### src/sv/rcsp_pkg.sv
`timescale 1ns / 1ps
// ----------------------------------------------------------------------------
// rcsp_pkg: shared types and constants of the RESP command parser
// Byte classes, result word layout, result and error codes, reset values.
// ----------------------------------------------------------------------------
package rcsp_pkg;

  localparam int COUNT_BITS_DEF = 16;
  localparam int LEN_BITS_DEF   = 30;
  localparam int QUEUE_DEPTH    = 2;

  localparam int IDX_W   = 16;
  localparam int LEN_W   = 30;
  localparam int MAXA_W  = 16;
  localparam int MAXL_W  = 30;

  localparam logic [MAXA_W-1:0] MAX_ARGS_RESET     = 16'd1024;
  localparam logic [MAXL_W-1:0] MAX_BULK_LEN_RESET = 30'd536870912;

  localparam logic [7:0] CH_STAR   = 8'h2A;
  localparam logic [7:0] CH_DOLLAR = 8'h24;
  localparam logic [7:0] CH_CR     = 8'h0D;
  localparam logic [7:0] CH_LF     = 8'h0A;
  localparam logic [7:0] CH_ZERO   = 8'h30;
  localparam logic [7:0] CH_NINE   = 8'h39;

  typedef enum logic [2:0] {
    CLS_DIGIT,
    CLS_STAR,
    CLS_DOLLAR,
    CLS_CR,
    CLS_LF,
    CLS_OTHER
  } byte_cls_t;

  typedef struct packed {
    logic [7:0] data;
    byte_cls_t  cls;
    logic [3:0] digit;
  } cls_word_t;

  typedef enum logic [1:0] {
    KIND_PAYLOAD = 2'd0,
    KIND_ARGDONE = 2'd1,
    KIND_EMPTY   = 2'd2,
    KIND_ERROR   = 2'd3
  } res_kind_t;

  typedef enum logic [1:0] {
    ERR_MARKER = 2'd0,
    ERR_NUMBER = 2'd1,
    ERR_CRLF   = 2'd2,
    ERR_LIMIT  = 2'd3
  } err_kind_t;

  typedef struct packed {
    res_kind_t        kind;
    logic [7:0]       data;
    logic [IDX_W-1:0] idx;
    logic [LEN_W-1:0] len;
    logic             last;
    err_kind_t        err;
  } res_word_t;

  // Status of a queue as seen by the side that drains it
  typedef struct packed {
    logic valid;
    logic pop;
  } q_ctl_t;

endpackage

### src/sv/resp_command_stream_parser_unit.sv
`timescale 1ns / 1ps
// ----------------------------------------------------------------------------
// resp_command_stream_parser_unit: RESP array-of-bulk-strings parser
// Byte-wide parser for '*count CRLF ($len CRLF payload CRLF)*' commands.
// ----------------------------------------------------------------------------
// Takes one byte of the command stream per cycle and keeps that rate for as
// long as results are popped: each byte costs one pass through the parser
// engine, whose longest path is the saturating times-ten add of the number
// accumulator. Each word shows (empty low) once it is in the result queue.
// Payload bytes come out one word each, tagged with their argument index;
// the closing CR LF of an argument gives an argument-done word with its
// length and a last flag; '*0' gives an empty-command word; any malformed
// byte gives one error word and the parser waits for '*' again. Limits
// max_args (0x0) and max_bulk_len (0x4) are to be written over the APB
// port only while the stream is idle; the block does not enforce this.
// ----------------------------------------------------------------------------
module resp_command_stream_parser_unit #(
  parameter int COUNT_BITS = rcsp_pkg::COUNT_BITS_DEF,
  parameter int LEN_BITS   = rcsp_pkg::LEN_BITS_DEF
) (
  input  logic        clk,
  input  logic        rst,
  // byte intake
  input  logic        push,
  input  logic [7:0]  in_byte,
  output logic        full,
  // result words
  input  logic        pop,
  output logic        empty,
  output logic [1:0]  out_kind,
  output logic [7:0]  data_byte,
  output logic [15:0] arg_index,
  output logic [29:0] arg_length,
  output logic        last_arg,
  output logic [1:0]  error_kind,
  // configuration
  input  logic        psel,
  input  logic        penable,
  input  logic        pwrite,
  input  logic [2:0]  paddr,
  input  logic [31:0] pwdata,
  output logic [31:0] prdata,
  output logic        pready
);
  import rcsp_pkg::*;

  localparam logic REG_MAX_ARGS     = 1'b0;
  localparam logic REG_MAX_BULK_LEN = 1'b1;

  logic [MAXA_W-1:0] max_args;
  logic [MAXL_W-1:0] max_bulk_len;
  logic              cfg_wr;

  cls_word_t cls_word;
  logic      cls_valid;
  logic      cls_pop;
  q_ctl_t    in_ctl;
  res_word_t res_word;
  logic      res_push;
  logic      res_full;

  // Limit registers; one wait-free APB slave
  assign pready = 1'b1;
  assign cfg_wr = psel && penable && pwrite && pready;

  always_ff @(posedge clk) begin
    if (rst) begin
      max_args     <= MAX_ARGS_RESET;
      max_bulk_len <= MAX_BULK_LEN_RESET;
    end else if (cfg_wr) begin
      case (paddr[2])
        REG_MAX_ARGS:     max_args     <= pwdata[MAXA_W-1:0];
        REG_MAX_BULK_LEN: max_bulk_len <= pwdata[MAXL_W-1:0];
        default:          max_args     <= max_args;
      endcase
    end
  end

  always_comb begin
    case (paddr[2])
      REG_MAX_ARGS:     prdata = {16'b0, max_args};
      REG_MAX_BULK_LEN: prdata = {2'b0, max_bulk_len};
      default:          prdata = '0;
    endcase
  end

  // Front: classify and queue incoming bytes
  rcsp_front u_front (
    .clk       (clk),
    .rst       (rst),
    .push      (push),
    .in_byte   (in_byte),
    .full      (full),
    .cls_pop   (cls_pop),
    .cls_valid (cls_valid),
    .cls_word  (cls_word)
  );

  assign in_ctl.valid = cls_valid;
  assign in_ctl.pop   = cls_pop;

  // Back: grammar engine and result queue
  rcsp_back #(
    .COUNT_BITS (COUNT_BITS),
    .LEN_BITS   (LEN_BITS)
  ) u_back (
    .clk          (clk),
    .rst          (rst),
    .in_ctl_i     (in_ctl),
    .cls_pop      (cls_pop),
    .cls_word     (cls_word),
    .max_args     (max_args),
    .max_bulk_len (max_bulk_len),
    .pop          (pop),
    .empty        (empty),
    .res_push     (res_push),
    .res_full     (res_full),
    .res_word     (res_word)
  );

  assign out_kind   = res_word.kind;
  assign data_byte  = res_word.data;
  assign arg_index  = res_word.idx;
  assign arg_length = res_word.len;
  assign last_arg   = res_word.last;
  assign error_kind = res_word.err;

  // Engine never drains an empty byte queue
  a_pop_has_byte: assert property (@(posedge clk) disable iff (rst)
    in_ctl.pop |-> in_ctl.valid)
    else $error("engine took a byte from an empty queue");

  // Engine never writes a word into a full result queue
  a_push_has_room: assert property (@(posedge clk) disable iff (rst)
    res_push |-> !res_full)
    else $error("result word pushed into a full queue");

  // Only payload words carry a data byte
  a_data_only_payload: assert property (@(posedge clk) disable iff (rst)
    (!empty && out_kind != KIND_PAYLOAD) |-> (data_byte == 8'd0))
    else $error("data byte on a word that is not payload");

  // Both queues come out of reset empty
  a_reset_empty: assert property (@(posedge clk)
    $fell(rst) |-> (empty && !full))
    else $error("queues not empty after reset");

endmodule

### src/sv/rcsp_queue.sv
`timescale 1ns / 1ps
// ----------------------------------------------------------------------------
// rcsp_queue: small synchronous queue
// Register-file queue with occupancy count; push on full and pop on empty
// are ignored.
// ----------------------------------------------------------------------------
module rcsp_queue #(
  parameter int WIDTH = 8,
  parameter int DEPTH = 2
) (
  input  logic             clk,
  input  logic             rst,
  input  logic             push,
  input  logic [WIDTH-1:0] wdata,
  output logic             full,
  input  logic             pop,
  output logic [WIDTH-1:0] rdata,
  output logic             empty
);
  localparam int PW = (DEPTH > 1) ? $clog2(DEPTH) : 1;
  localparam int CW = $clog2(DEPTH + 1);

  logic [WIDTH-1:0] mem [DEPTH];
  logic [PW-1:0]    rd_ptr;
  logic [PW-1:0]    wr_ptr;
  logic [CW-1:0]    count;
  logic             do_push;
  logic             do_pop;

  assign full    = (count == CW'(DEPTH));
  assign empty   = (count == '0);
  assign do_push = push && !full;
  assign do_pop  = pop && !empty;
  assign rdata   = mem[rd_ptr];

  always_ff @(posedge clk) begin
    if (do_push) begin
      mem[wr_ptr] <= wdata;
    end
  end

  always_ff @(posedge clk) begin
    if (rst) begin
      rd_ptr <= '0;
      wr_ptr <= '0;
      count  <= '0;
    end else begin
      if (do_push) begin
        wr_ptr <= (wr_ptr == PW'(DEPTH - 1)) ? '0 : wr_ptr + 1'b1;
      end
      if (do_pop) begin
        rd_ptr <= (rd_ptr == PW'(DEPTH - 1)) ? '0 : rd_ptr + 1'b1;
      end
      case ({do_push, do_pop})
        2'b10:   count <= count + 1'b1;
        2'b01:   count <= count - 1'b1;
        default: count <= count;
      endcase
    end
  end

endmodule

### src/sv/rcsp_front.sv
`timescale 1ns / 1ps
// ----------------------------------------------------------------------------
// rcsp_front: byte intake and classification
// Tags each incoming byte with its class and digit value and holds it in
// the decoupling queue towards the parser engine.
// ----------------------------------------------------------------------------
module rcsp_front (
  input  logic               clk,
  input  logic               rst,
  input  logic               push,
  input  logic [7:0]         in_byte,
  output logic               full,
  input  logic               cls_pop,
  output logic               cls_valid,
  output rcsp_pkg::cls_word_t cls_word
);
  import rcsp_pkg::*;

  cls_word_t cw;
  logic      q_empty;

  always_comb begin
    cw.data  = in_byte;
    cw.digit = 4'(in_byte - CH_ZERO);
    if (in_byte >= CH_ZERO && in_byte <= CH_NINE) begin
      cw.cls = CLS_DIGIT;
    end else if (in_byte == CH_STAR) begin
      cw.cls = CLS_STAR;
    end else if (in_byte == CH_DOLLAR) begin
      cw.cls = CLS_DOLLAR;
    end else if (in_byte == CH_CR) begin
      cw.cls = CLS_CR;
    end else if (in_byte == CH_LF) begin
      cw.cls = CLS_LF;
    end else begin
      cw.cls = CLS_OTHER;
    end
  end

  rcsp_queue #(
    .WIDTH ($bits(cls_word_t)),
    .DEPTH (QUEUE_DEPTH)
  ) u_cls_q (
    .clk   (clk),
    .rst   (rst),
    .push  (push),
    .wdata (cw),
    .full  (full),
    .pop   (cls_pop),
    .rdata (cls_word),
    .empty (q_empty)
  );

  assign cls_valid = !q_empty;

endmodule

### src/sv/rcsp_back.sv
`timescale 1ns / 1ps
// ----------------------------------------------------------------------------
// rcsp_back: parser engine and result queue
// Walks the RESP grammar one classified byte per cycle while the result
// queue has room and queues the resulting words for the output side.
// ----------------------------------------------------------------------------
module rcsp_back #(
  parameter int COUNT_BITS = rcsp_pkg::COUNT_BITS_DEF,
  parameter int LEN_BITS   = rcsp_pkg::LEN_BITS_DEF
) (
  input  logic                              clk,
  input  logic                              rst,
  input  rcsp_pkg::q_ctl_t                  in_ctl_i,
  output logic                              cls_pop,
  input  rcsp_pkg::cls_word_t               cls_word,
  input  logic [rcsp_pkg::MAXA_W-1:0]       max_args,
  input  logic [rcsp_pkg::MAXL_W-1:0]       max_bulk_len,
  input  logic                              pop,
  output logic                              empty,
  output logic                              res_push,
  output logic                              res_full,
  output rcsp_pkg::res_word_t               res_word
);
  import rcsp_pkg::*;

  typedef enum logic [3:0] {
    PH_IDLE,
    PH_COUNT,
    PH_COUNT_LF,
    PH_DOLLAR,
    PH_LEN,
    PH_LEN_LF,
    PH_DATA,
    PH_DATA_CR,
    PH_DATA_LF
  } phase_t;

  phase_t                phase, phase_next;
  logic [31:0]           accum, accum_next;
  logic                  digit_seen, digit_seen_next;
  logic [COUNT_BITS-1:0] args_total, args_total_next;
  logic [COUNT_BITS-1:0] current_arg, current_arg_next;
  logic [LEN_BITS-1:0]   bytes_left, bytes_left_next;
  logic [LEN_BITS-1:0]   current_len, current_len_next;

  logic        take;
  logic        go_idle;
  logic [35:0] prod;
  logic        count_lim;
  logic        len_lim;
  logic        is_last;
  res_word_t   res_d;

  assign take    = in_ctl_i.valid && !res_full;
  assign cls_pop = take;

  // accum * 10 + digit, saturating at all ones
  assign prod = ({4'b0, accum} << 3) + ({4'b0, accum} << 1) + 36'(cls_word.digit);

  assign count_lim = (accum > {16'b0, max_args}) || (|(accum >> COUNT_BITS));
  assign len_lim   = (accum > {2'b0, max_bulk_len}) || (|(accum >> LEN_BITS));
  assign is_last   = ({1'b0, current_arg} + 1'b1) >= {1'b0, args_total};

  always_comb begin
    phase_next       = phase;
    accum_next       = accum;
    digit_seen_next  = digit_seen;
    args_total_next  = args_total;
    current_arg_next = current_arg;
    bytes_left_next  = bytes_left;
    current_len_next = current_len;
    go_idle          = 1'b0;
    res_push         = 1'b0;
    res_d.kind       = KIND_PAYLOAD;
    res_d.data       = '0;
    res_d.idx        = '0;
    res_d.len        = '0;
    res_d.last       = 1'b0;
    res_d.err        = ERR_MARKER;

    if (take) begin
      case (phase)
        PH_IDLE, PH_DOLLAR: begin
          if ((phase == PH_IDLE && cls_word.cls == CLS_STAR) ||
              (phase == PH_DOLLAR && cls_word.cls == CLS_DOLLAR)) begin
            accum_next      = '0;
            digit_seen_next = 1'b0;
            phase_next      = (phase == PH_IDLE) ? PH_COUNT : PH_LEN;
          end else begin
            res_push  = 1'b1;
            res_d.err = ERR_MARKER;
          end
        end
        PH_COUNT, PH_LEN: begin
          if (cls_word.cls == CLS_DIGIT) begin
            accum_next      = (|prod[35:32]) ? '1 : prod[31:0];
            digit_seen_next = 1'b1;
          end else if (cls_word.cls != CLS_CR || !digit_seen) begin
            res_push  = 1'b1;
            res_d.err = ERR_NUMBER;
          end else if ((phase == PH_COUNT) ? count_lim : len_lim) begin
            res_push  = 1'b1;
            res_d.err = ERR_LIMIT;
          end else begin
            phase_next = (phase == PH_COUNT) ? PH_COUNT_LF : PH_LEN_LF;
          end
        end
        PH_COUNT_LF: begin
          if (cls_word.cls != CLS_LF) begin
            res_push  = 1'b1;
            res_d.err = ERR_CRLF;
          end else if (accum == '0) begin
            res_push   = 1'b1;
            res_d.kind = KIND_EMPTY;
            go_idle    = 1'b1;
          end else begin
            args_total_next  = accum[COUNT_BITS-1:0];
            current_arg_next = '0;
            phase_next       = PH_DOLLAR;
          end
        end
        PH_LEN_LF: begin
          if (cls_word.cls != CLS_LF) begin
            res_push  = 1'b1;
            res_d.err = ERR_CRLF;
          end else begin
            current_len_next = accum[LEN_BITS-1:0];
            bytes_left_next  = accum[LEN_BITS-1:0];
            phase_next = (accum[LEN_BITS-1:0] == '0) ? PH_DATA_CR : PH_DATA;
          end
        end
        PH_DATA: begin
          res_push        = 1'b1;
          res_d.kind      = KIND_PAYLOAD;
          res_d.data      = cls_word.data;
          res_d.idx       = IDX_W'(current_arg);
          bytes_left_next = bytes_left - 1'b1;
          if (bytes_left == LEN_BITS'(1)) begin
            phase_next = PH_DATA_CR;
          end
        end
        PH_DATA_CR: begin
          if (cls_word.cls != CLS_CR) begin
            res_push  = 1'b1;
            res_d.err = ERR_CRLF;
          end else begin
            phase_next = PH_DATA_LF;
          end
        end
        PH_DATA_LF: begin
          if (cls_word.cls != CLS_LF) begin
            res_push  = 1'b1;
            res_d.err = ERR_CRLF;
          end else begin
            res_push   = 1'b1;
            res_d.kind = KIND_ARGDONE;
            res_d.idx  = IDX_W'(current_arg);
            res_d.len  = LEN_W'(current_len);
            res_d.last = is_last;
            if (is_last) begin
              go_idle = 1'b1;
            end else begin
              current_arg_next = current_arg + 1'b1;
              phase_next       = PH_DOLLAR;
            end
          end
        end
        default: begin
          go_idle = 1'b1;
        end
      endcase

      // every byte that raises a fault lands here: tag it and drop back to idle
      if (res_push && res_d.kind == KIND_PAYLOAD && phase != PH_DATA) begin
        res_d.kind = KIND_ERROR;
        res_d.idx  = IDX_W'(current_arg);
        go_idle    = 1'b1;
      end
    end

    if (go_idle) begin
      phase_next       = PH_IDLE;
      accum_next       = '0;
      digit_seen_next  = 1'b0;
      args_total_next  = '0;
      current_arg_next = '0;
      bytes_left_next  = '0;
      current_len_next = '0;
    end
  end

  always_ff @(posedge clk) begin
    if (rst) begin
      phase       <= PH_IDLE;
      accum       <= '0;
      digit_seen  <= 1'b0;
      args_total  <= '0;
      current_arg <= '0;
      bytes_left  <= '0;
      current_len <= '0;
    end else begin
      phase       <= phase_next;
      accum       <= accum_next;
      digit_seen  <= digit_seen_next;
      args_total  <= args_total_next;
      current_arg <= current_arg_next;
      bytes_left  <= bytes_left_next;
      current_len <= current_len_next;
    end
  end

  rcsp_queue #(
    .WIDTH ($bits(res_word_t)),
    .DEPTH (QUEUE_DEPTH)
  ) u_res_q (
    .clk   (clk),
    .rst   (rst),
    .push  (res_push),
    .wdata (res_d),
    .full  (res_full),
    .pop   (pop),
    .rdata (res_word),
    .empty (empty)
  );

endmodule
### config.mk
export PLATFORM = sky130hd
export DESIGN_NAME = resp_command_stream_parser_unit
export DESIGN_NICKNAME = d
export VERILOG_FILES = /design/src/sv/rcsp_pkg.sv /design/src/sv/resp_command_stream_parser_unit.sv /design/src/sv/rcsp_queue.sv /design/src/sv/rcsp_front.sv /design/src/sv/rcsp_back.sv
export SDC_FILE = /design/constraint.sdc
export NUM_CORES = 1
export LEC_CHECK = 0
export ABC_AREA = 1
export BUFFER_PORTS_ARGS = -buffer_cell sky130_fd_sc_hd__buf_2
export CAP_MARGIN = 20
export CELL_PAD_IN_SITES_DETAIL_PLACEMENT = 0
export CELL_PAD_IN_SITES_GLOBAL_PLACEMENT = 1
export CORE_AREA = 2 2 185 232
export CTS_CLUSTER_DIAMETER = 30
export DETAILED_ROUTE_END_ITERATION = 12
export DIE_AREA = 0 0 187 234
export PLACE_DENSITY = 0.87
export SYNTH_ARGS = -nofsm -noshare
export SYNTH_HDL_FRONTEND = slang
export SYNTH_HIERARCHICAL = 1
export SYNTH_SLANG_ARGS = --single-unit
### constraint.sdc
create_clock -name clk -period 8.75 [get_ports clk]
set_input_delay 1.3125 -clock clk [delete_from_list [all_inputs] [get_ports clk]]
set_output_delay 1.3125 -clock clk [all_outputs]
set_load 0.01 [all_outputs]
==> out/results.txt, run 1 <==
The flow ran to the end, and the final reports show no timing, DRC or antenna violations. Summed over all layers, the global routing overflow is 0. For the max-capacitance violation count, the log shows 0. Setup repair after global routing left no endpoint under its margin. The initial detailed-routing violation count is 691.

TritonCTS built the clock tree. In this run the power spent charging and discharging nets is 1.77 mW. The buffer depth of the longest clock path was 3.

The number of synthesized flops with an enable pin was 148; the number of top-level pins was 144. The path with the worst hold slack has its endpoint at max_args[14]. The number of antenna diodes in the final layout is 0. Effective utilization at floorplan: 49.1%.

The synthesized netlist devotes 8.64% of its cell area to compound gates. The tools report the final sum of negative setup slack as 0 ns. Measured along the y axis, the die boundary spans 234 um. STA puts the critical path data required time at 9.17 ns. The standard cell area after detailed placement was 21,300 um2; the combined area of all synthesized cells was 20,500 um2.

The cell family contributing the most delay on the critical path is simple AND/OR/NAND/NOR gates. The placeable core region came out at 41,700 um2. The smallest clock period supported by the final layout is computed as 4.93 ns. Mean area per synthesized cell: 8.27 um2.

The final-report hold violation count was 0. Registers are responsible for 36.0% of the overall power. The count of nets left with antenna violations once routing finished came out at 0. In this run the core area contains 84 standard-cell rows. The first TritonRoute pass finished after 5 iterations. IR analysis of the VDD net gives a maximum drop of 0.202 mV. Based on the critical path, the design can be clocked at up to 203 MHz. Port buffering added 136 buffers. In the synthesized netlist the async set-or-reset flop fraction comes to 0%. For this design the ratio of total power to cell area is 236 nW/um2. For this design the static power due to leakage is 10.3 nW.

The count of final max-slew check failures was 0; the synthesis-to-layout area growth was 14.2%. Share of the yosys chip area belonging to registers: 39.7%. The run gives 56 as the distinct cell type count of the synthesized netlist. The path length in cells of the critical path is 29, and the number of cells traversed by the worst hold path is 2. The share of cells above drive strength 1 came out at 18.6%. Global routing used 20.7% of the available tracks. The post-route cell area is 23,400 um2, and the fraction of post-synthesis cell area in the top cell type by area is 21.7%.

Sort of element at the end of the critical path: a flop. Counting flops and latches in the post-synthesis netlist gives 333. Across the routed clock network, the largest skew measured is 0.0249 ns. Entering global routing, the biggest net connects 86 pins. The run gives 5.52 mW as the post-route total power.

The commonest cells after synthesis are sky130_fd_sc_hd__nand2_1 (471), sky130_fd_sc_hd__nor2_1 (353), sky130_fd_sc_hd__inv_1 (320). The first global-routing pass estimated 75.3 mm of wire. Yosys printed 6 warnings. In the synthesized netlist the dominant register cell turns out to be sky130_fd_sc_hd__dfxtp_1. The final weighted congestion of routability-driven global placement is 0.880. The H-tree was split into 2 levels. The maximum net fanout on the critical path works out to 85.

Ranked by total cell area, the synthesized netlist is headed by sky130_fd_sc_hd__edfxtp_1 (22%), sky130_fd_sc_hd__dfxtp_1 (18%), sky130_fd_sc_hd__nand2_1 (8.6%), sky130_fd_sc_hd__ha_1 (7.9%), sky130_fd_sc_hd__nor2_1 (6.5%). The number of vias per cell was 5.02; the power share of the combinational group was 21.9%. In the routed design, unresolved DRC markers number 0. The path class of the tightest hold or removal check is reg2reg.

The adder-cell share of the synthesized area is 8.13%, and the worst-case register-to-register setup slack is 3.82 ns. The horizontal die dimension came out at 187 um. The CTS root buffer is sky130_fd_sc_hd__clkbuf_16.

The worst register-to-register path has a depth of 29. The peak per-stage delay on the critical path was 0.66 ns; the routed wire length was 45.6 mm. The critical setup path kind is reg2reg.

The critical path buffer and inverter count is 8. The launching element type of the critical path was a flop. Most frequent cell after synthesis: sky130_fd_sc_hd__nand2_1.

The worst register-to-register path ends at u_back/accum[17]. The startpoint identified for the worst register-to-register timing path is u_back/current_arg[0]. The tools report the clock power share as 42.1%. Basic-gate share of the synthesized area counting and, or, nand and nor cells: 27.4%. The most numerous cell type found on the critical path is sky130_fd_sc_hd__inv_1. The number of post-CTS setup repair buffers came out at 0. By area, the combinational part of the netlist is dominated by simple AND/OR/NAND/NOR gates. Of the total synthesized cell area, the portion taken by XOR and XNOR cells is 2.01%. The run gives 16,100 as the routed via count. In the final routed layout, each cell accounts on average for 14.2 um. The run gives 32.0 mm as the placed wire-length estimate after detailed placement. After clock tree synthesis, the flow added hold-fix buffers numbering 0. Synthesis produced a netlist whose cell count is 2,478. The mux contribution to synthesized area came out at 4.48%. The pin slew with the least headroom to its limit was 1.03 ns; the arrival time reported for the critical path endpoint was 5.36 ns. The largest individual stage delay along the critical path comes from the cell sky130_fd_sc_hd__buf_12. The number of gates resized after CTS was 0. Number of antenna violations at the first check in global routing: 0.

Worst slew margin relative to its limit: 31.5%. Of all cell types, the one taking the most synthesized area is sky130_fd_sc_hd__edfxtp_1. Clock input transition at the sequential cells of the worst setup and hold paths: 0.05 ns.

Later-pin clock latency in the skew report: 0.60 ns. The switching part of the total was 32.2%; the filler cell count in the final layout was 3,905. The cell internal power dissipation is 3.74 mW, and the final setup violation count is 0. The post-route clock period utilization was 56.4%; the number of nets in the finished design was 2,781. The logs give 15,400 for the number of global-route vias before repair and 333 for the total number of clock tree sinks.

The die covers 43,800 um2. The tools report the origin of the worst min-delay path as max_args[14]. The run gives 59 as the total CTS buffers.
==> layer usage <==
| metal | part of all wire [%] | wire, um | up-vias | GRT usage (%) |
|---|---|---|---|---|
| met2 | 48 | 22000 | 321 | 36.4 |
| met1 | 45 | 20400 | 7386 | 26.2 |
| met4 | 2.6 | 1180 | 0 | 7.09 |
| li1 | - | - | 8321 | - |
| met5 | 0 | 0 | - | 0 |
| met3 | 4.6 | 2080 | 83 | 2.96 |
==> kinds of logic after synthesis <==
group / after synthesis
AO/OA/AOI/OAI: 309
XOR/XNOR: 47
adder cells (fa/ha/maj): 132
buffers and inverters: 421
flip-flops: 333
multiplexers: 75
other: 2
AND/OR/NAND/NOR: 1159
==> power by group through the flow <==
stage          registers (mW)  logic [mW]  clock network (mW)
2_1_floorplan            2.00        1.02                   0
3_3_place_gp             2.01        1.20                   0
3_5_place_dp             2.02        1.22                   0
4_1_cts                  1.99        1.23                2.37
5_1_grt                  2.01        1.32                2.44
6_report                 1.99        1.21                2.32
==> metrics by stage <==
stage	worst slack (ns)	instances	utilization, %	hold slack [ns]
global route	3.41	3209	56.1	0.517
floorplan	3.94	2479	-	0.467
CTS	3.93	3208	56.1	0.499
global placement	4.09	3095	51.1	0.479
finish	3.82	3209	56.1	0.497
detailed placement	3.97	3096	51.1	0.485
==> placed cells by master (no fill, tap or decap), drive strengths merged, types with 5 or more instances in the layout <==
cell type,n
a22oi,10
nand3,123
ha,130
buf,150
o21bai,5
clkinv,13
inv,353
xnor2,21
clkbuf,64
a21boi,31
clkinvlp,8
nor4,14
a21o,7
dfxtp,185
nor2,468
xor2,26
mux2,74
edfxtp,148
o211ai,8
nor3,27
nand4,26
a2bb2oi,8
o21ai,137
nand2,484
a21oi,92
nand3b,10
==> worst max path at each step <==
stage                                     start                       end  slack, ns
final                     u_back/current_arg[0]          u_back/accum[17]       3.82
after global routing      u_back/current_arg[0]     u_back/current_len[6]       3.41
after CTS                 u_back/current_arg[0]          u_back/accum[17]       3.93
after detailed placement  u_back/current_arg[0]          u_back/accum[18]       3.97
after global placement    u_back/current_arg[0]          u_back/accum[19]       4.09
after floorplan                            flop  u_back/u_res_q/mem[0][0]       3.94
==> flip-flops by register name, summed over array words and instances, names as in the netlist, named ones only <==
register and count:
u_back/u_res_q/rd_ptr 1, u_back/current_arg 16, u_back/u_res_q/mem 118, u_back/u_res_q/wr_ptr 1, u_back/accum 32, u_front/u_cls_q/rd_ptr 1, u_back/phase 4, u_front/u_cls_q/count 2
u_back/u_res_q/count 2, max_bulk_len 30, u_back/digit_seen 1, u_front/u_cls_q/wr_ptr 1, u_back/bytes_left 30, u_front/u_cls_q/mem 30, max_args 16, u_back/current_len 30
u_back/args_total 16
==> area by class of cell <==
cell class	instances	area [um2]	area share [%]
Timing Repair Buffer	150	815	3.48
Inverter	330	1240	5.29
Sequential cell	333	8150	34.8
Clock inverter	48	564	2.41
Tap cell	559	699	2.99
Clock buffer	64	1520	6.47
Multi-Input combinational cell	1725	10400	44.6
==> worst reg2reg max path, delay by kind of cell, from the launching register on <==
kind / cells / cell delay, ns
flip-flops: 1 / 0.42
AND/OR/NAND/NOR: 19 / 2.85
adder cells (fa/ha/maj): 2 / 0.35
buffers and inverters: 8 / 1.14
Power figures use the tool's default switching activity.
==> inputs of run 2 (changes only) <==
--- a/config.mk
+++ b/config.mk
@@ -5,16 +5,16 @@
 export SDC_FILE = /design/constraint.sdc
 export NUM_CORES = 1
 export LEC_CHECK = 0
-export ABC_AREA = 1
+export ABC_AREA = 0
 export BUFFER_PORTS_ARGS = -buffer_cell sky130_fd_sc_hd__buf_2
 export CAP_MARGIN = 20
 export CELL_PAD_IN_SITES_DETAIL_PLACEMENT = 0
 export CELL_PAD_IN_SITES_GLOBAL_PLACEMENT = 1
-export CORE_AREA = 2 2 185 232
+export CORE_AREA = 2 2 179 225
 export CTS_CLUSTER_DIAMETER = 30
 export DETAILED_ROUTE_END_ITERATION = 12
-export DIE_AREA = 0 0 187 234
-export PLACE_DENSITY = 0.87
+export DIE_AREA = 0 0 181 227
+export PLACE_DENSITY = 0.82
 export SYNTH_ARGS = -nofsm -noshare
 export SYNTH_HDL_FRONTEND = slang
 export SYNTH_HIERARCHICAL = 1
==> constraint.sdc (replaced) <==
create_clock -name clk -period 4.6 [get_ports clk]
set_input_delay 0.69 -clock clk [delete_from_list [all_inputs] [get_ports clk]]
set_output_delay 0.69 -clock clk [all_outputs]
set_load 0.01 [all_outputs]
==> out/results.txt, run 2 <==
The routed wire length is 45.0 mm, and the post-route clock period utilization is 95.2%. In this run switching power makes up 29.1% of total power. The first detailed-routing pass ran for 5 iterations.

The largest voltage drop on the vdd net is 0.515 mV, and the post-route cell area is 22,100 um2. TritonCTS built the clock tree. Adding up every negative setup slack in the final design gives 0 ns.

Arrival time reported for the critical path endpoint: 4.84 ns. After synthesis, the mean cell area works out to 9.99 um2. Once layout is complete, the cells apart from fillers number 2,573. The synthesis-to-layout area growth is 18.8%. The total number of clock tree sinks came out at 333. The logs give 0.262 ns for the pre-CTS worst setup slack and 0 for the DRC violations left.

Entering global routing, the biggest net connects 88 pins. Combinational cells account for 19.5% of the total power. In this run the worst hold path is classified as in2reg.

In the synthesized netlist, the number of instances is 1,859. The share of flip-flops with an asynchronous set or reset is 0%, and the aggregate global-route resource usage is 21.9%. The distinct cell type count of the synthesized netlist was 91; the placeable core region was 38,900 um2.

Summing the sequential cell areas from Yosys gives 43.9% of the chip area. The share of total power dissipated in sequential elements is 36.7%. For this design the total switching power over the nets is 2.97 mW. The layout has 3,388 filler cells. The worst-case clock skew was 0.0466 ns; the buffer depth of the longest clock path was 3.

The run gives 6 as the total number of yosys warnings. For this design, the CTS-stage hold fixing added 0 buffers. The number of nets in the finished design is 2,207. The placed wire-length estimate after detailed placement came out at 31.6 mm. The library cell used most frequently in the layout, excluding fill and tap cells, is sky130_fd_sc_hd__nor2_1. The max-capacitance violation count was 0; the number of antenna violations at the first check in global routing was 0.

The clock tree synthesis step divided the H-tree into 2 levels. By area the synthesized netlist is led by sky130_fd_sc_hd__edfxtp_1 (24%), sky130_fd_sc_hd__dfxtp_1 (20%), sky130_fd_sc_hd__ha_1 (8.8%), sky130_fd_sc_hd__mux2_2 (5.0%), sky130_fd_sc_hd__mux2i_1 (4.9%). The post-route minimum period was 4.38 ns. STA classifies the critical path endpoint as a flop. The post-route total power came out at 10.2 mW. The launching element type of the critical path was a flop. During I/O placement, the number of pins put on the boundary was 144. Summing all multi-input logic gate instances after layout gives 9650 um2. The most used flip-flop cell after synthesis is sky130_fd_sc_hd__dfxtp_1. The cell internal power dissipation was 7.22 mW; the site row count was 81.

After detailed routing, the average wire length per cell comes to 17.5 um. Dividing total power by cell area gives a power density of 462 nW/um2. Once the floorplan was initialized, standard cells occupied 47.7% of the core.

The run gives 0 as the number of diodes. At the end of the flow the core is filled with cells to 56.7%. The critical path is of the reg2reg type. The flow ran to the end, and the final reports show no timing, DRC or antenna violations. Hold timing on the final database bottoms out at a slack of 0.301 ns. Along the worst path, the maximum fanout reaches 32. In this run, the number of DRC markers left after iteration 0 of detailed routing was 888. The share of cells above drive strength 1 came out at 21.3%.

The remaining number of nets flagged by the antenna check after routing was 0. Count of final max-slew check failures: 0. The wire length of the first global-routing pass was 72.9 mm; the fraction of post-synthesis cell area in the top cell type by area was 23.9%.

The commonest cells after synthesis are sky130_fd_sc_hd__dfxtp_1 (185), sky130_fd_sc_hd__nor2_1 (185), sky130_fd_sc_hd__a21oi_1 (149). The pin slew with the least headroom to its limit is 1.10 ns. The number of port buffers was 136.

Summing over every cut layer, the via total after detailed routing is 14,300. Counting tap cells, the placed design contains a total of 2,462 instances. The final-report hold violation count is 0. The later-pin clock latency in the skew report was 0.62 ns; the clock input transition at the sequential cells of the worst setup and hold paths was 0.06 ns. After detailed routing, the number of vias per cell comes to 5.57.

Leaving out fill and tap cells, the most frequent cells in the layout are sky130_fd_sc_hd__nor2_1 (185), sky130_fd_sc_hd__dfxtp_1 (183), sky130_fd_sc_hd__a21oi_1 (149). For the total die area, the log shows 41,100 um2. Counting flops with a built-in enable in the synthesized netlist gives 148.

Number of global-route vias before repair: 14,400. The floorplan die height is 227 um. Timing would allow up to 228 MHz. Clock tree synthesis inserted a total of 58 buffers.

After global routing the overflow that remains totals 0. The run gives 5.06 ns as the data required time at the worst endpoint. The final setup violation count is 0. The placed instances occupy a cell area of 19,900 um2. The number of flip-flops in the largest register is 118.

The clock power share was 43.8%; the worst slew margin relative to its limit was 26.9%. The largest registers in the layout are u_back/u_res_q/mem (118), u_back/accum (32). The static leakage is 9.23 nW, and the final weighted congestion of routability-driven global placement is 0.873.

The register name with the most flops is u_back/u_res_q/mem. Counting flops and latches in the post-synthesis netlist gives 333. The synthesized design spends more area on one cell type than any other, namely sky130_fd_sc_hd__edfxtp_1. The die is 181 um wide. The area of all sequential standard cells was 8150 um2; the post-route worst setup slack was 0.222 ns.

The combined area of all synthesized cells is 18,600 um2. The tools report the CTS root buffer as sky130_fd_sc_hd__clkbuf_16.
==> run 2: cell count changes in the layout (fill, tap and decap cells not counted), sizes merged, moves of 82 or more <==
cell / before / now
nand2: 484 / 105
nor2: 468 / 188
inv: 353 / 95
nand3: 123 / 17
mux2i: 1 / 90
nand2b: 0 / 82
==> run 2: path summary, 6_finish.rpt <==
kind	start	end	slack (ns)	depth (start not counted)
worst max register to register	flop	u_back/accum[15]	0.22	13
worst max-delay path	flop	u_back/accum[15]	0.22	13
worst min register to register	u_back/bytes_left[28]	u_back/bytes_left[28]	0.48	2
worst min-delay path	in_byte[6]	u_front/u_cls_q/mem[0][13]	0.30	1
==> run 2: final cells by class <==
class                      instances  area share (%)
multi-input combinational       1352            43.8
inverter                          81            1.38
timing repair buffer             199            5.51
tap                              498            2.83
clock inverter                    47            2.76
clock buffer                      63            6.80
sequential                       333            37.0
==> run 2: per-layer routing <==
metal  part of all wire (%)  vias up  track usage (%)
met5                      0        -                0
met4                    3.2        0             8.29
met3                    5.3       92             3.78
met2                     49      370             39.3
met1                     42     6822             26.3
li1                       -     7059                -
==> run 2: kinds of logic (layout without fill, tap and decap cells) <==
logic type / Yosys count / count (layout) / share of synthesized area (%)
multiplexers: 180 / 180 / 10.3
adder cells (fa/ha/maj): 132 / 132 / 8.98
flip-flops: 333 / 333 / 43.9
buffers and inverters: 175 / 390 / 4.22
AND/OR/NAND/NOR: 611 / 611 / 17.3
AO/OA/AOI/OAI: 376 / 376 / 13.0
other: 2 / 3 / 0.0404
XOR/XNOR: 50 / 50 / 2.36
==> run 2: power by group through the flow <==
stage                     Clock (mW)  Sequential (mW)  Combinational, mW
after floorplan                    0             3.74               1.30
after global placement             0             3.78               1.99
after detailed placement           0             3.80               2.01
after CTS                       4.54             3.75               2.03
after global routing            4.68             3.78               2.16
final                           4.47             3.74               1.98
==> run 2: critical path, cell delays in order, from the launching register on <==
cell and delay [ns]:
sky130_fd_sc_hd__dfxtp_1 0.53, sky130_fd_sc_hd__mux2_2 0.41, sky130_fd_sc_hd__fa_1 0.53, sky130_fd_sc_hd__fa_1 0.49
sky130_fd_sc_hd__a21o_1 0.21, sky130_fd_sc_hd__a311oi_2 0.44, sky130_fd_sc_hd__o31ai_2 0.14, sky130_fd_sc_hd__a31o_2 0.31
sky130_fd_sc_hd__a31o_2 0.26, sky130_fd_sc_hd__a21oi_2 0.18, sky130_fd_sc_hd__o2111ai_1 0.20, sky130_fd_sc_hd__nor2_4 0.17
sky130_fd_sc_hd__buf_12 0.23, sky130_fd_sc_hd__a211oi_1 0.11
==> run 2: what timing repair did <==
| item | 4_1_cts | 5_1_grt |
|---|---|---|
| gates resized for setup | 0 | 2 |
| setup buffers | 0 | 1 |
| endpoints found under the setup margin | 0 | 55 |
==> inputs of run 3 (changes only) <==
==> constraint.sdc (replaced) <==
create_clock -name clk -period 4.3 [get_ports clk]
set_input_delay 0.645 -clock clk [delete_from_list [all_inputs] [get_ports clk]]
set_output_delay 0.645 -clock clk [all_outputs]
set_load 0.01 [all_outputs]
==> out/results.txt, run 3 (synthesis results as in run 2) <==
The congestion estimate from routability-driven global placement came to 0.864. Slowest stage cell on the critical path: sky130_fd_sc_hd__fa_1. The tools report the data required time at the worst endpoint as 4.75 ns.

The number of cells on the worst reg-to-reg path was 13. The clock arrives with 0.0131 ns of skew. The final layout contains 2,210 nets.

The final-report hold violation count was 0; the worst slew margin relative to its limit was 40.3%. Buffers inserted to repair hold after CTS numbered 0. For the static leakage, the log shows 9.22 nW. Setup repair after global routing left no endpoint under its margin.

In this run, the number of DRC markers left after iteration 0 of detailed routing was 806. For the number of antenna violations at the first check in global routing, the log shows 0. The highest clock frequency the design can meet was 242 MHz; the length of the first detailed-routing pass in iterations was 5. The count of final max-slew check failures was 0; the post-placement cell count was 2,467. The number of global-route vias before repair was 14,400. For this design the ratio of total power to cell area is 478 nW/um2.

The die covers 41,100 um2. The total number of clock tree sinks was 333. The post-route worst setup slack was 0.174 ns; the maximum net fanout on the critical path was 32. Placeable core region: 38,900 um2.

The run gives 0 as the max-capacitance violation count. For hold timing, the worst endpoint is u_front/u_cls_q/mem[0][14]. STA classifies the critical path endpoint as a flop. The worst setup path is launched from a flop. The filler cells instantiated in the layout total 3,412.

The run gives 0.58 ns as the later-pin clock latency in the skew report. The site row count was 81; the effective utilization at floorplan was 47.7%. The origin of the worst min-delay path is in_byte[7]. For the final routed database, the setup TNS stands at 0 ns. The number of vias per cell is 5.58. The number of cells traversed by the worst hold path works out to 1.

The critical path goes through mux2_2, fa_1, fa_1, a21o_1, a311oi_4, o31ai_2, a31o_2, a31o_2, a21oi_2, o2111ai_1, nor2_4, buf_12, a211oi_1. The run gives 14,400 as the routed via count. Across every metal layer, demand over resource in global routing totals 21.9%. The critical path is of the reg2reg type.

The H-tree was split into 2 levels. The clock input transition at the sequential cells of the worst setup and hold paths is 0.06 ns, and the pin count of the biggest net entering global routing is 78. More flip-flops sit in one register than any other, and that register is u_back/u_res_q/mem. Summed over all layers, the routed wires come to 44.9 mm. The endpoint identified for the worst register-to-register timing path is u_back/accum[0].

The pin slew with the least headroom to its limit works out to 0.896 ns. Dividing the detail-routed wire length by the instance count gives 17.4 um. For the final setup violation count, the log shows 0. The number of top-level pins is 144, and the peak per-stage delay on the critical path is 0.54 ns.

The post-route clock period utilization was 96.0%; the DRC violations left was 0. The largest registers in the layout are u_back/u_res_q/mem (118), u_back/accum (32). Buffers placed on the I/O ports in this run total 136.

IR analysis of the VDD net gives a maximum drop of 0.363 mV. Across all register-to-register paths, the minimum setup slack is 0.17 ns. The first global-routing pass estimated 72.9 mm of wire. The detail route stage leaves a number of antenna-violating nets equal to 0.

The library cells used most frequently in the layout, excluding fill and tap cells, are sky130_fd_sc_hd__nor2_1 (184), sky130_fd_sc_hd__dfxtp_1 (182), sky130_fd_sc_hd__a21oi_1 (149). The library cell used most frequently in the layout, excluding fill and tap cells, is sky130_fd_sc_hd__nor2_1. The worst hold path belongs to the class in2reg.

From left edge to right edge, the die measures 181 um. The number of flip-flops in the largest register came out at 118. The CTS root buffer is sky130_fd_sc_hd__clkbuf_16. The finished cells cover 22,000 um2.

The HPWL after detailed placement is 31.3 mm. Counting along the longest clock path gives a buffer depth of 3. Total CTS buffers: 57.

TritonCTS built the clock tree. The tools report the worst hold-check slack as 0.290 ns. Summing all placed instances gives a cell area of 20,000 um2. Before CTS, the worst setup slack after placement is 0.181 ns.

The run gives 4.58 ns as the arrival time reported for the critical path endpoint. Leaving out filler cells and counting taps, the final layout contains 2,575. The floorplan die height was 227 um; the synthesis-to-layout area growth was 18.3%.

In the final layout, the share of cells above drive strength 1 is 21.6%. For the final global-route overflow total, the log shows 0. The run finished with clean final reports. The tools report the number of diodes as 0. After layout, the minimum clock period comes to 4.13 ns.
[run 3: cell types whose count changed in the layout (fill, tap and decap cells not counted), sizes merged]
cell	delta
bufinv	-6
clkinvlp	-6
buf	+4
clkinv	+2
inv	+5
clkbuf	+3
[run 3: metal layers]
metal | routed length, um | track usage, % | share of wire [%]
met5 | 0 | 0 | 0
met4 | 1210 | 7.16 | 2.7
met3 | 2270 | 3.44 | 5.1
met2 | 22500 | 40.3 | 50
met1 | 18900 | 26.2 | 42
[run 3: report_power, final]
| part | internal, mW | switching (mW) | total [mW] | leakage, nW |
|---|---|---|---|---|
| Combinational | 0.860 | 1.24 | 2.10 | 5.40 |
| Sequential | 3.84 | 0.123 | 3.97 | 2.87 |
| Clock | 2.69 | 1.73 | 4.42 | 0.952 |
[run 3: worst max-delay path, delay by kind of cell, from the launching register on]
family / cells / cell delay [ns]
compound gates: 8 / 1.83
fa+ha+maj: 2 / 1.02
buf+inv: 1 / 0.24
flops: 1 / 0.38
mux: 1 / 0.38
simple gates: 1 / 0.14
[run 3: worst max-delay path by stage]
stage	endpoint	slack (ns)	depth (start not counted)
floorplan	u_back/accum[17]	0.24	15
detailed placement	u_back/accum[11]	0.18	13
finish	u_back/accum[0]	0.17	13
global placement	u_back/accum[21]	0.22	13
global route	u_back/current_arg[9]	0.001	17
CTS	u_back/accum[0]	0.18	13
[run 3: per-stage QoR]
| step | total power, mW | util [%] |
|---|---|---|
| final | 10.5 | 56.4 |
| after global routing | 10.9 | 56.4 |
| after CTS | 10.6 | 56.3 |
| after detailed placement | 6.16 | 51.4 |
| after global placement | 6.11 | 51.3 |
| after floorplan | 5.39 | - |
[run 3: layout make-up]
| type | instances | area, um2 | area share, % |
|---|---|---|---|
| repair buffers | 203 | 1270 | 5.77 |
| well taps | 498 | 623 | 2.84 |
| clock inverters | 42 | 370 | 1.69 |
| inverters | 81 | 304 | 1.38 |
| multi-input cells | 1352 | 9680 | 44.1 |
| flip-flops and latches | 333 | 8150 | 37.1 |
| clock buffers | 66 | 1560 | 7.12 |
[run 3: timing repair]
action / in CTS / in global routing
setup buffers: 0 / 0
gates resized for setup: 0 / 7
setup endpoints to repair: 0 / 122
